**config.mk**
```make
export PLATFORM = sky130hd
export DESIGN_NAME = rotor_cipher_machine_unit
export DESIGN_NICKNAME = d
export VERILOG_FILES = /design/src/rtl/core/rcm_pkg.sv /design/src/rtl/core/rcm_fifo.sv /design/src/rtl/core/rcm_front.sv /design/src/rtl/core/rcm_back.sv /design/src/rtl/core/rotor_cipher_machine_unit.sv
export VERILOG_INCLUDE_DIRS = /design/src /design/src/rtl/core
export SDC_FILE = /design/constraint.sdc
export NUM_CORES = 2
export LEC_CHECK = 0
export BUFFER_PORTS_ARGS = -buffer_cell sky130_fd_sc_hd__buf_2
export CORE_ASPECT_RATIO = 1.5
export CORE_MARGIN = 2
export CORE_UTILIZATION = 60
export CTS_CLUSTER_DIAMETER = 120
export DETAILED_ROUTE_END_ITERATION = 16
export GPL_ROUTABILITY_DRIVEN = 0
export PLACE_DENSITY = 0.76
export SKIP_LAST_GASP = 1
export SYNTH_ARGS = -nofsm -noshare
export SYNTH_HDL_FRONTEND = slang
export SYNTH_SLANG_ARGS = --single-unit
export TNS_END_PERCENT = 5
```
**constraint.sdc**
```tcl
create_clock -name clk -period 21.6 [get_ports clk]
set_input_delay 0 -clock clk [delete_from_list [all_inputs] [get_ports clk]]
set_output_delay 0 -clock clk [all_outputs]
set_load 0.01 [all_outputs]
```
**src/rtl/core/assert_macros.svh**
```systemverilog
// Assertion helpers used by the RTL. Each use names a label, the clock,
// the active-low reset, an antecedent, a consequent and a message.
`ifndef ASSERT_MACROS_SVH
`define ASSERT_MACROS_SVH

// Consequent checked in the same cycle as the antecedent.
`define RCM_ASSERT_IMP(lbl, clk_s, rst_s, ante, cons, msg) \
    lbl: assert property (@(posedge clk_s) disable iff (!rst_s) (ante) |-> (cons)) \
        else $error(msg);

// Consequent checked in the cycle after the antecedent.
`define RCM_ASSERT_NXT(lbl, clk_s, rst_s, ante, cons, msg) \
    lbl: assert property (@(posedge clk_s) disable iff (!rst_s) (ante) |=> (cons)) \
        else $error(msg);

`endif

```
**src/rtl/core/rcm_pkg.sv**
```systemverilog
`timescale 1ns / 1ps

package rcm_pkg;

    localparam int NUM_ROTORS    = 3;
    localparam int NUM_LETTERS   = 26;
    // plug in, rotors forward, reflector, rotors backward, plug out
    localparam int LOOKUPS       = 2 * NUM_ROTORS + 3;

    localparam logic [2:0] CMD_ENCODE    = 3'd0;
    localparam logic [2:0] CMD_ROTOR     = 3'd1;
    localparam logic [2:0] CMD_REFL      = 3'd2;
    localparam logic [2:0] CMD_PLUG      = 3'd3;
    localparam logic [2:0] CMD_SETPOS    = 3'd4;

    localparam logic CFG_NOTCH_RIGHT     = 1'b0;
    localparam logic CFG_NOTCH_MIDDLE    = 1'b1;

    localparam logic [4:0] NOTCH_RIGHT_RST  = 5'd21;
    localparam logic [4:0] NOTCH_MIDDLE_RST = 5'd4;

    localparam logic [7:0] CHAR_UPPER_A = 8'h41;
    localparam logic [7:0] CHAR_UPPER_Z = 8'h5A;
    localparam logic [7:0] CHAR_LOWER_A = 8'h61;
    localparam logic [7:0] CHAR_LOWER_Z = 8'h7A;

    typedef enum logic [2:0] {
        OP_LETTER,
        OP_PASS,
        OP_ROTOR,
        OP_REFL,
        OP_PLUG,
        OP_SETPOS
    } op_t;

    typedef struct packed {
        logic [2:0] command;
        logic [1:0] rotor_sel;
        logic [4:0] table_index;
        logic [4:0] table_value;
        logic [7:0] char_in;
    } in_item_t;

    typedef struct packed {
        logic [7:0] char_out;
        logic       not_letter;
    } out_item_t;

    // Classified item as it sits in the queue between front and back.
    typedef struct packed {
        op_t        op;
        logic [1:0] sel;
        logic [4:0] idx;
        logic [4:0] val;
        logic [7:0] ch;
    } q_item_t;

    // (w + a - s) mod 26 for operands already below 26.
    function automatic logic [4:0] mod_add_sub(input logic [4:0] w,
                                               input logic [4:0] a,
                                               input logic [4:0] s);
        logic [5:0] t;
        t = {1'b0, w} + {1'b0, a};
        if (t >= 6'(NUM_LETTERS))
            t = t - 6'(NUM_LETTERS);
        if (t[4:0] >= s)
            return t[4:0] - s;
        return 5'(t + 6'(NUM_LETTERS) - {1'b0, s});
    endfunction

endpackage

```
**src/rtl/core/rcm_fifo.sv**
```systemverilog
`timescale 1ns / 1ps

module rcm_fifo #(
    parameter int WIDTH = 8,
    parameter int DEPTH = 4
) (
    input  logic             clk,
    input  logic             rst_n,
    input  logic             push,
    input  logic [WIDTH-1:0] wdata,
    output logic             full,
    input  logic             pop,
    output logic [WIDTH-1:0] rdata,
    output logic             empty
);

    localparam int AW = (DEPTH > 1) ? $clog2(DEPTH) : 1;
    localparam int CW = $clog2(DEPTH + 1);

    logic [WIDTH-1:0] mem_reg [DEPTH];
    logic [AW-1:0]    wr_ptr_reg, wr_ptr_next;
    logic [AW-1:0]    rd_ptr_reg, rd_ptr_next;
    logic [CW-1:0]    count_reg, count_next;
    logic             do_push, do_pop;

    assign full    = (count_reg == CW'(DEPTH));
    assign empty   = (count_reg == '0);
    assign do_push = push && !full;
    assign do_pop  = pop && !empty;
    assign rdata   = mem_reg[rd_ptr_reg];

    always_comb
    begin
        wr_ptr_next = wr_ptr_reg;
        rd_ptr_next = rd_ptr_reg;
        count_next  = count_reg;
        if (do_push)
            wr_ptr_next = (wr_ptr_reg == AW'(DEPTH - 1)) ? '0 : wr_ptr_reg + AW'(1);
        if (do_pop)
            rd_ptr_next = (rd_ptr_reg == AW'(DEPTH - 1)) ? '0 : rd_ptr_reg + AW'(1);
        if (do_push && !do_pop)
            count_next = count_reg + CW'(1);
        else if (do_pop && !do_push)
            count_next = count_reg - CW'(1);
    end

    always_ff @(posedge clk or negedge rst_n)
    begin
        if (!rst_n)
        begin
            wr_ptr_reg <= '0;
            rd_ptr_reg <= '0;
            count_reg  <= '0;
        end
        else
        begin
            wr_ptr_reg <= wr_ptr_next;
            rd_ptr_reg <= rd_ptr_next;
            count_reg  <= count_next;
        end
    end

    always_ff @(posedge clk)
    begin
        if (do_push)
            mem_reg[wr_ptr_reg] <= wdata;
    end

endmodule

```
**src/rtl/core/rcm_front.sv**
```systemverilog
`timescale 1ns / 1ps

module rcm_front (
    input  logic              push,
    input  rcm_pkg::in_item_t item,
    output logic              full,
    input  logic              q_full,
    output logic              q_push,
    output rcm_pkg::q_item_t  q_item
);

    logic keep;
    logic ok;
    logic upper, lower;

    assign ok    = (item.table_index < 5'(rcm_pkg::NUM_LETTERS))
                && (item.table_value < 5'(rcm_pkg::NUM_LETTERS));
    assign upper = (item.char_in >= rcm_pkg::CHAR_UPPER_A)
                && (item.char_in <= rcm_pkg::CHAR_UPPER_Z);
    assign lower = (item.char_in >= rcm_pkg::CHAR_LOWER_A)
                && (item.char_in <= rcm_pkg::CHAR_LOWER_Z);

    // Classify; commands that would be ignored are accepted and dropped here.
    always_comb
    begin
        q_item.op  = rcm_pkg::OP_PASS;
        q_item.sel = item.rotor_sel;
        q_item.idx = item.table_index;
        q_item.val = item.table_value;
        q_item.ch  = item.char_in;
        keep       = 1'b0;
        case (item.command)
            rcm_pkg::CMD_ENCODE:
            begin
                keep = 1'b1;
                if (upper || lower)
                begin
                    q_item.op  = rcm_pkg::OP_LETTER;
                    // both cases sit at 1..26 in the low five bits
                    q_item.idx = item.char_in[4:0] - 5'd1;
                end
            end
            rcm_pkg::CMD_ROTOR:
            begin
                q_item.op = rcm_pkg::OP_ROTOR;
                keep      = ok && (item.rotor_sel < 2'(rcm_pkg::NUM_ROTORS));
            end
            rcm_pkg::CMD_REFL:
            begin
                q_item.op = rcm_pkg::OP_REFL;
                keep      = ok;
            end
            rcm_pkg::CMD_PLUG:
            begin
                q_item.op = rcm_pkg::OP_PLUG;
                keep      = ok;
            end
            rcm_pkg::CMD_SETPOS:
            begin
                q_item.op = rcm_pkg::OP_SETPOS;
                keep      = (item.rotor_sel < 2'(rcm_pkg::NUM_ROTORS))
                         && (item.table_value < 5'(rcm_pkg::NUM_LETTERS));
            end
            default:
            begin
                keep = 1'b0;
            end
        endcase
    end

    assign full   = q_full;
    assign q_push = push && !q_full && keep;

endmodule

```
**src/rtl/core/rcm_back.sv**
```systemverilog
`timescale 1ns / 1ps

module rcm_back (
    input  logic               clk,
    input  logic               rst_n,
    input  logic [4:0]         notch_right,
    input  logic [4:0]         notch_middle,
    input  rcm_pkg::q_item_t   q_item,
    input  logic               q_empty,
    output logic               q_pop,
    output rcm_pkg::out_item_t res_item,
    output logic               res_push,
    input  logic               res_full
);

    localparam int NL = rcm_pkg::LOOKUPS;
    localparam int RC = rcm_pkg::NUM_ROTORS;

    typedef struct packed {
        rcm_pkg::op_t          op;
        logic [1:0]            sel;
        logic [4:0]            idx;
        logic [4:0]            val;
        logic [7:0]            ch;
        logic [4:0]            e;
        logic [RC-1:0][4:0]    pos;
    } stage_t;

    logic [RC-1:0][4:0] pos_reg, pos_next;
    stage_t             st_reg  [NL+1];
    stage_t             st_next [NL+1];
    logic               vld_reg [NL+1];
    logic               en;
    logic               last_is_result;

    assign last_is_result = (st_reg[NL].op == rcm_pkg::OP_LETTER)
                         || (st_reg[NL].op == rcm_pkg::OP_PASS);
    // Freeze the whole pipe only when the last stage cannot hand off.
    assign en       = !(vld_reg[NL] && last_is_result && res_full);
    assign q_pop    = en && !q_empty;
    assign res_push = en && vld_reg[NL] && last_is_result;
    assign res_item.char_out   = st_reg[NL].ch;
    assign res_item.not_letter = (st_reg[NL].op == rcm_pkg::OP_PASS);

    // Step stage: rotor motion and position loads.
    always_comb
    begin
        logic mid_at, right_at;
        mid_at   = (pos_reg[1] == notch_middle);
        right_at = (pos_reg[0] == notch_right);
        pos_next = pos_reg;
        case (q_item.op)
            rcm_pkg::OP_LETTER:
            begin
                pos_next[0] = rcm_pkg::mod_add_sub(pos_reg[0], 5'd1, 5'd0);
                if (right_at || mid_at)
                    pos_next[1] = rcm_pkg::mod_add_sub(pos_reg[1], 5'd1, 5'd0);
                if (mid_at)
                    pos_next[2] = rcm_pkg::mod_add_sub(pos_reg[2], 5'd1, 5'd0);
            end
            rcm_pkg::OP_SETPOS:
            begin
                pos_next[q_item.sel] = q_item.val;
            end
            default:
            begin
                pos_next = pos_reg;
            end
        endcase
        st_next[0].op  = q_item.op;
        st_next[0].sel = q_item.sel;
        st_next[0].idx = q_item.idx;
        st_next[0].val = q_item.val;
        st_next[0].ch  = q_item.ch;
        st_next[0].e   = q_item.idx;
        st_next[0].pos = pos_next;
    end

    always_ff @(posedge clk or negedge rst_n)
    begin
        if (!rst_n)
            pos_reg <= '0;
        else if (q_pop)
            pos_reg <= pos_next;
    end

    // One table per stage; commands write a table as they pass its stage,
    // so every table sees reads and writes in arrival order.
    for (genvar k = 0; k < NL; k++)
    begin : g_lookup
        logic [4:0] tbl_reg [rcm_pkg::NUM_LETTERS];
        logic [4:0] w, add_v, sub_v;
        logic       wa_en, wb_en, wr_ok;
        stage_t     cur;

        assign cur   = st_reg[k];
        assign wr_ok = en && vld_reg[k];
        assign w     = tbl_reg[cur.e];

        always_comb
        begin
            wa_en = 1'b0;
            wb_en = 1'b0;
            if (wr_ok)
            begin
                if (k == 0 || k == NL - 1)
                begin
                    wa_en = (cur.op == rcm_pkg::OP_PLUG);
                    wb_en = (cur.op == rcm_pkg::OP_PLUG);
                end
                else if (k <= RC)
                    wa_en = (cur.op == rcm_pkg::OP_ROTOR) && (cur.sel == 2'(k - 1));
                else if (k == RC + 1)
                    wa_en = (cur.op == rcm_pkg::OP_REFL);
                else
                    wb_en = (cur.op == rcm_pkg::OP_ROTOR) && (cur.sel == 2'(NL - 2 - k));
            end
        end

        // Shift between rotor frames: enter next table at (w + add - sub) mod 26.
        always_comb
        begin
            add_v = 5'd0;
            sub_v = 5'd0;
            case (k)
                0: begin add_v = cur.pos[0]; sub_v = 5'd0;       end
                1: begin add_v = cur.pos[1]; sub_v = cur.pos[0]; end
                2: begin add_v = cur.pos[2]; sub_v = cur.pos[1]; end
                3: begin add_v = 5'd0;       sub_v = cur.pos[2]; end
                4: begin add_v = cur.pos[2]; sub_v = 5'd0;       end
                5: begin add_v = cur.pos[1]; sub_v = cur.pos[2]; end
                6: begin add_v = cur.pos[0]; sub_v = cur.pos[1]; end
                7: begin add_v = 5'd0;       sub_v = cur.pos[0]; end
                default: begin add_v = 5'd0; sub_v = 5'd0;       end
            endcase
            st_next[k+1]   = cur;
            st_next[k+1].e = rcm_pkg::mod_add_sub(w, add_v, sub_v);
            if (k == NL - 1 && cur.op == rcm_pkg::OP_LETTER)
                st_next[k+1].ch = {cur.ch[7:5], w + 5'd1};
        end

        if (k == 0 || k == NL - 1)
        begin : g_plug
            always_ff @(posedge clk or negedge rst_n)
            begin
                if (!rst_n)
                begin
                    for (int i = 0; i < rcm_pkg::NUM_LETTERS; i++)
                        tbl_reg[i] <= 5'(i);
                end
                else
                begin
                    if (wa_en)
                        tbl_reg[cur.idx] <= cur.val;
                    if (wb_en)
                        tbl_reg[cur.val] <= cur.idx;
                end
            end
        end
        else
        begin : g_wire
            always_ff @(posedge clk)
            begin
                if (wa_en)
                    tbl_reg[cur.idx] <= cur.val;
                if (wb_en)
                    tbl_reg[cur.val] <= cur.idx;
            end
        end
    end

    always_ff @(posedge clk or negedge rst_n)
    begin
        if (!rst_n)
        begin
            for (int i = 0; i <= NL; i++)
                vld_reg[i] <= 1'b0;
        end
        else if (en)
        begin
            vld_reg[0] <= !q_empty;
            for (int i = 1; i <= NL; i++)
                vld_reg[i] <= vld_reg[i-1];
        end
    end

    always_ff @(posedge clk)
    begin
        if (en)
        begin
            for (int i = 0; i <= NL; i++)
                st_reg[i] <= st_next[i];
        end
    end

endmodule

```
**src/rtl/core/rotor_cipher_machine_unit.sv**
```systemverilog
`timescale 1ns / 1ps

// Three-rotor cipher with plugboard and reflector, no ring settings. Push an
// item while full is low; one item is taken every cycle, and results leave
// in order through empty/pop, one beat per letter or pass-through character.
// A letter steps the rotors (right always, middle at notch_right or on the
// double step at notch_middle, left at notch_middle), runs through plugboard,
// rotors, reflector, rotors back and plugboard, and comes out in its input
// case. Other characters come out unchanged with not_letter set and leave
// the rotors alone. Load and position commands give no result; ones with an
// operand out of range, and unknown commands, are dropped. A classified item
// waits in a short queue, then moves through a step stage and one stage per
// table lookup (nine) before it reaches the result queue; throughput is one
// item per cycle, set by the lookup pipeline, which stalls only when the
// result queue is full. Rotor and reflector tables hold nothing useful until
// loaded; the plugboard comes out of reset as identity, positions as AAA.
// Write the notch registers only while idle.
module rotor_cipher_machine_unit #(
    parameter int QUEUE_DEPTH  = 4,
    parameter int RESULT_DEPTH = 4
) (
    input  logic               clk,
    input  logic               rst_n,
    input  logic               push,
    input  rcm_pkg::in_item_t  item,
    output logic               full,
    output logic               empty,
    input  logic               pop,
    output rcm_pkg::out_item_t result,
    input  logic               cfg_write,
    input  logic               cfg_index,
    input  logic [4:0]         cfg_data
);

`include "assert_macros.svh"

    logic [4:0]         notch_right_reg, notch_middle_reg;
    logic               q_push, q_full, q_empty, q_pop;
    rcm_pkg::q_item_t   q_in, q_out;
    rcm_pkg::out_item_t res_in;
    logic               res_push, res_full;

    // Notch registers: plain writes, no read-back.
    always_ff @(posedge clk or negedge rst_n)
    begin
        if (!rst_n)
        begin
            notch_right_reg  <= rcm_pkg::NOTCH_RIGHT_RST;
            notch_middle_reg <= rcm_pkg::NOTCH_MIDDLE_RST;
        end
        else if (cfg_write)
        begin
            if (cfg_index == rcm_pkg::CFG_NOTCH_RIGHT)
                notch_right_reg <= cfg_data;
            else
                notch_middle_reg <= cfg_data;
        end
    end

    // Front: classify and drop ignored commands.
    rcm_front u_front (
        .push   (push),
        .item   (item),
        .full   (full),
        .q_full (q_full),
        .q_push (q_push),
        .q_item (q_in)
    );

    // Queue between front and back.
    rcm_fifo #(
        .WIDTH ($bits(rcm_pkg::q_item_t)),
        .DEPTH (QUEUE_DEPTH)
    ) u_queue (
        .clk   (clk),
        .rst_n (rst_n),
        .push  (q_push),
        .wdata (q_in),
        .full  (q_full),
        .pop   (q_pop),
        .rdata (q_out),
        .empty (q_empty)
    );

    // Back: stepping and the lookup pipeline.
    rcm_back u_back (
        .clk          (clk),
        .rst_n        (rst_n),
        .notch_right  (notch_right_reg),
        .notch_middle (notch_middle_reg),
        .q_item       (q_out),
        .q_empty      (q_empty),
        .q_pop        (q_pop),
        .res_item     (res_in),
        .res_push     (res_push),
        .res_full     (res_full)
    );

    // Result queue: holds finished beats while the consumer stalls.
    rcm_fifo #(
        .WIDTH ($bits(rcm_pkg::out_item_t)),
        .DEPTH (RESULT_DEPTH)
    ) u_result (
        .clk   (clk),
        .rst_n (rst_n),
        .push  (res_push),
        .wdata (res_in),
        .full  (res_full),
        .pop   (pop),
        .rdata (result),
        .empty (empty)
    );

    // Back end must never push into a full result queue.
    `RCM_ASSERT_IMP(a_res_no_overflow, clk, rst_n, res_push, !res_full,
                    "result push while full")
    // Back end must never take from an empty queue.
    `RCM_ASSERT_IMP(a_q_no_underflow, clk, rst_n, q_pop, !q_empty,
                    "queue pop while empty")
    // A notch write lands in the register the index names.
    `RCM_ASSERT_NXT(a_notch_right_wr, clk, rst_n,
                    cfg_write && (cfg_index == rcm_pkg::CFG_NOTCH_RIGHT),
                    notch_right_reg == $past(cfg_data), "notch_right write lost")
    `RCM_ASSERT_NXT(a_notch_mid_wr, clk, rst_n,
                    cfg_write && (cfg_index == rcm_pkg::CFG_NOTCH_MIDDLE),
                    notch_middle_reg == $past(cfg_data), "notch_middle write lost")

endmodule
```
### Yosys cells after proc, flatten, opt, wreduce, memory -nomap -nowiden

Memories as Yosys holds them, arrays and structs flattened.
Cells that the tools add are included.
Widths: inputs -> output; s select.

* word-level logic and storage cells: 408
* bits in registers: 309
* latch bits: 0
* memory bits (read-only): 0
* memories: 10
* bits of input ports: 34
* memory bits (writable): 1468
* output and inout bits: 11

Memory list
* u_back.st_reg: words 10, bits a word 43, rd ports 10, clocked after Yosys merged registers in 0, write ports 10, RTL line rcm_back.sv:30 `stage_t st_reg [NL+1];`
* u_back.g_lookup[1].tbl_reg: words 26, bits a word 5, rd ports 1, clocked after Yosys merged registers in 0, write ports 1, RTL line rcm_back.sv:91 `logic [4:0] tbl_reg [rcm_pkg::NUM_LETTERS];`
* u_back.g_lookup[2].tbl_reg: words 26, bits a word 5, rd ports 1, clocked after Yosys merged registers in 0, write ports 1, RTL line rcm_back.sv:91
* u_back.g_lookup[3].tbl_reg: words 26, bits a word 5, rd ports 1, clocked after Yosys merged registers in 0, write ports 1, RTL line rcm_back.sv:91
* u_back.g_lookup[4].tbl_reg: words 26, bits a word 5, rd ports 1, clocked after Yosys merged registers in 0, write ports 1, RTL line rcm_back.sv:91
* u_back.g_lookup[5].tbl_reg: words 26, bits a word 5, rd ports 1, clocked after Yosys merged registers in 0, write ports 1, RTL line rcm_back.sv:91
* +4 memories

* eq/ne operators: 27
* reductions and logical operators: 65
* div/mod/pow operators: 0
* bitwise operators: 7
* multiply operators: 0
* add/subtract/negate cells: 55
* order comparisons: 43
* shifts and indexed selects: 0
* mux-type cells: 128

Operators by type and width (number)
* $bwmux 130: 4
* $mux 130: 4
* $mux 5: 55
* $demux 5 s5: 4
* $add 5x5->5 const B: 12
* $sub 5x5->5: 12
* $sub 5x5->5 const B: 12
* $ge 6x5->1 const B: 9
* $bmux 5 s5: 2
* $mux 1: 46
* $logic_and 1x1->1: 40
* $add 5x5->6: 6
* $ge 6x6->1 const B: 6
* $not 5->6: 6
* $ge 5x1->1 const B: 6
* $ge 5x5->1: 6
* $pmux 15 s2: 1
* $eq 3x2->1 const B: 9
* $lt 6x1->1 const B: 4
* $add 5x1->6 const B: 3
* $eq 3x3->1 const B: 6
* $logic_not 3->1: 6
* $ge 8x7->1 const B: 2
* $le 8x7->1 const B: 2
* other kinds (27): 62

### Logic depth before layout (Yosys ltp)

An unclocked memory read counts as a cell.

* word-level depth: 13
* gate-level depth with buffers: 24
* mapped depth without buffers: 23

### By module

A second synthesis with hierarchy kept.

* cell total of the unflattened synthesis: 4770
* area total of the unflattened synthesis: 74560.3 µm²

Modules (own cells, without submodules)
* rcm_back: area each 68157.9 µm², sequential area each 45441.1 µm², times used 1, cells each 4449
* rcm_fifo at u_queue: area each 3761.1 µm², sequential area each 2937.8 µm², times used 1, cells each 158
* rcm_fifo at u_result: area each 1739.2 µm², sequential area each 1256.2 µm², times used 1, cells each 84
* rcm_front: area each 471.7 µm², sequential area each 0.0 µm², times used 1, cells each 57
* rotor_cipher_machine_unit: area each 430.4 µm², sequential area each 255.2 µm², times used 1, cells each 22

### Worst setup path before layout

No wires, ideal clock.

* path type: reg2reg
* from: register u_result.count_reg[0]
* to: memory u_back.g_lookup[5].tbl_reg[0][0], enable pin
* required time: 21.261 ns
* path slack: 8.772 ns
* arrival time: 12.489 ns
* setup time: 0.339 ns
* cell stages (with the launch flop): 10
* clock period less this slack: 12.828 ns
* buffers on the path: 2
* path through: dfrtp_1 > nor2_1 > and4_1 > clkbuf_1 > inv_2 > clkbuf_1 > nand4_1 > nor2_1 > nand2_1 > nor2_1

* word-level cells in the longest chain between the ends: 7

RTL lines
* start, declared: RTL line rcm_fifo.sv:23 `logic [CW-1:0] count_reg, count_next;`
* start signal, assigned: RTL line rcm_fifo.sv:59 `count_reg <= count_next;`
* $eq 3x3->1: RTL line rcm_fifo.sv:26 `assign full = (count_reg == CW'(DEPTH));`
* $logic_and 1x1->1: RTL line rcm_back.sv:39 `assign en = !(vld_reg[NL] && last_is_result && res_full);`
* $logic_not 1->1: RTL line rcm_back.sv:39
* $logic_and 1x1->1: RTL line rcm_back.sv:97 `assign wr_ok = en && vld_reg[k];`
* $mux 1: RTL line rcm_back.sv:104 `if (wr_ok)`
* $mux 1: RTL line rcm_back.sv:166 `if (wb_en)`
* $mux 1 (not written as such): RTL line rcm_back.sv:167 `tbl_reg[cur.val] <= cur.idx;`
* end, declared: RTL line rcm_back.sv:91

No other way between the ends.

==> metrics.md <==
| Metric | Value |
|---|---|
| GRT Util Overall | 0.247 |
| Die Area | 0.127 sq mm |
| Post CTS Setup Buffer Count | 0 |
| Syn_nets | about 4900 |
| Later-pin clock latency in the skew report | roughly 800 ps |
| Initial Util | 0.603 |
| Layout Skew | between 20 and 30 ps |
| DR iter-0 viols | around 3200 |
| Synth top area share | 0.566 |
| Crit start category | register |
| WL per Instance | 23.7 um |
| Slew @ Worst Pin | between 1000 and 1500 ps |
| Share of cells above drive strength 1 | 0.174 |
| Initial antenna violation count | 1 |
| Detailed placer's ending HPWL | a little over 100 mm |
| Final cell utilization of the core | 0.661 |
| Dominant synthesized flop cell | edfxtp_1 |
| Seq/Total Area, Yosys | 0.672 |
| Outcome | completed |
| CTS buffer count | approximately 150 |
| Clk buf depth | 3 |
| I/O Pins | 45 |
| Worst Hold Class | in2reg |
| Clock transition at the registers of the reported paths | around 70 ps |
| FFs w/ async S/R, synth | 0.181 |
| Final instance count without filler cells | between 6000 and 7000 |
| Setup slack at placement | around 16000 ps |
| Fin nets | around 5000 |
| Largest net degree at the start of global routing | roughly 140 |
| Critical path depth | 22 |
| Slowest cell on the critical path | mux4_2 |
| Post-route ant nets | 0 |
| Kind of critical path | reg2reg |
| Root buffer cell | clkbuf_16 |
| Setup TNS | 0 ps |
| Worst r2r src | u_back.st_reg[2][15]$_DFFE_PN_ |
| Period utilization | 0.276 |
| Worst Setup EP | u_back.st_reg[3][19]$_DFFE_PN_ |
| Max reg flops | 1170 |
| Clk sink count | approximately 1700 |
| Die Ht | roughly 430 um |
| Post-synth EDFFs | about 1400 |
| Synth top area cells | edfxtp_1 (57%), mux4_2 (9.8%), dfrtp_1 (6.4%) |
| H-tree depth | 4 |
| Final WS setup | 15640 ps |
| Final WL | ~150 mm |
| Count leader, synth | edfxtp_1 |
| RSZ-0062 raised after global routing | false |
| Crit Path Max Fanout | 35 |
| Synth cell count leaders | edfxtp_1 (1399), nor2_1 (402), mux2i_1 (377), nand2_1 (339), mux4_2 (322) |
| Synthesized area per cell | 15.7 sq um |
| Core Box Area | ~0.12 sq mm |
| First-pass iteration count of the detailed router | 5 |
| Vias/cell | slightly above 6 |
| Yosys cell types | 83 |
| Post-CTS Resized | 0 |
| Row cnt | approximately 160 |
| Slowest stage delay, CP | a little under 600 ps |
| Area grow syn2layout | 9.70% |
| Synthesized flop and latch total | about 1700 |
| Data arrival, critical path | 6500 ps |
| MaxCap Viol Count | 0 |
| Filler cell count | between 8000 and 9000 |
| Fin crit period | between 5000 and 6000 ps |
| Reg-to-reg slack, setup | about 16000 ps |
| Hold path start | item[1] |
| GRT overflow | 0 |
| Post-Synthesis Cells | 4719 |
| Placed insts | 6185 |
| CP endpoint kind | register |
| Worst setup path start | u_back.st_reg[2][15]$_DFFE_PN_ |
| Synth area leader | edfxtp_1 |
| Crit path required time | about 22000 ps |
| Global-route wire length before repair | between 200 and 250 mm |
| Worst path bufs/invs | 2 |
| Max Freq | between 150 and 200 MHz |
| Ys Warns | 0 |
| Final Hold Fails | 0 |
| Number of global-route vias before repair | roughly 41000 |
| Port Buffers | 44 |
| Chip width | 291 um |
| Slew headroom | 0.270 |
| Synthesized cell area | between 0.07 and 0.08 sq mm |
| TritonCTS clock tree | built |
| Final Max Slew Viols | 0 |
| DRC Markers | 0 |
| FF-to-FF path depth | 22 |
| Crit-path cells | buf_4, mux4_2, nor2b_1, a211oi_1, a21oi_1, mux2i_1, inv_1, ha_1, a21o_1, a21oi_1, xnor2_1, nand2_1, o21ai_0, xnor2_1, ha_1, nor2b_1, o21ai_0, a31oi_1, o21ai_0, nand2b_1, mux2i_1, xnor2_1 |
| Reg-to-reg endpoint | u_back.st_reg[3][19]$_DFFE_PN_ |
| Crit-path leading delay family | compound AO/OA/AOI/OAI gates |
| Vias | 39800 |
| Final setup violation count | 0 |
-- layout by cell type, fill, tap and decap left out, types with 50 or more instances in the layout --
cell type,count
edfxtp_1,1399
nor2_1,402
mux2i_1,377
nand2_1,339
mux4_2,322
a21oi_1,208
dfrtp_1,191
clkbuf_16,158
inv_1,141
o21ai_0,134
ha_1,123
dfstp_2,118
o21ai_1,71
nor2b_1,70
xnor2_1,60
buf_4,55
dlygate4sd3_1,54
mux2_2,50
-- stage by stage --
step / hold WS [ps] / area (sq um)
2_1_floorplan: -296 / 74200
3_3_place_gp: 172 / 75800
3_5_place_dp: 177 / 75800
4_1_cts: 1.25 / 81400
5_1_grt: 24.8 / 81400
6_report: 44.3 / 81400
-- cell families (layout without fill, tap and decap cells) --
kind of cell | Yosys count | count (layout) | synth area share
compound gates | 583 | 583 | 0.0456
buf+inv | 378 | 579 | 0.0215
other cells | 0 | 2 | 0
flops | 1708 | 1708 | 0.672
simple gates | 1052 | 1052 | 0.0653
fa+ha+maj | 149 | 149 | 0.0277
mux | 751 | 751 | 0.156
xor+xnor | 98 | 98 | 0.0116
-- worst reg2reg max path, stage by stage (launching register included) --
cell      delay [ps]
edfxtp_1         330
buf_4            550
mux4_2           610
nor2b_1          140
a211oi_1         250
a21oi_1           70
mux2i_1          440
inv_1             90
ha_1             290
a21o_1           180
a21oi_1          250
xnor2_1          230
nand2_1          130
o21ai_0          400
xnor2_1          210
ha_1             310
nor2b_1          140
o21ai_0          310
a31oi_1          140
o21ai_0          160
nand2b_1         170
mux2i_1          170
xnor2_1          130
-- worst min path at each step --
stage / slack [ps] / depth (start not counted) / end
floorplan: -300 / 0 / notch_middle_reg[0]$_DFFE_PN0P_
global placement: 170 / 1 / u_back.g_lookup[8].tbl_reg[84]$_DFF_PN0_
detailed placement: 180 / 1 / u_back.g_lookup[8].tbl_reg[84]$_DFF_PN0_
CTS: 1 / 2 / u_queue.mem_reg[0][1]$_DFFE_PP_
global route: 20 / 2 / u_queue.mem_reg[0][1]$_DFFE_PP_
finish: 40 / 2 / u_queue.mem_reg[2][1]$_DFFE_PP_
-- layer usage --
metal	vias to the layer above	routed length, um	global-route usage
li1	18100	-	-
met1	20200	55800	0.284
met2	1210	85800	0.460
met3	351	6270	0.0325
met4	0	6630	0.108
met5	-	0	0
-- timing repair --
action,4_1_cts,5_1_grt
hold buffers,55,0
setup endpoints to repair,0,0
hold endpoints to repair,229,0
-- final cells by class --
class                           instances  area (sq um)  share of cell area
Tap cell                             1600          2000              0.0246
Clock buffer                          186          4120              0.0506
Clock inverter                         94           910              0.0112
Timing Repair Buffer                  154          1210              0.0149
Inverter                              145           552             0.00677
Sequential cell                      1708         49900               0.613
Multi-Input combinational cell       2633         22800               0.279
Antenna cell                            2          5.00           0.0000614
Power is not shown: default switching activity piles up to over one toggle a cycle in this logic, so the estimate is an artifact.
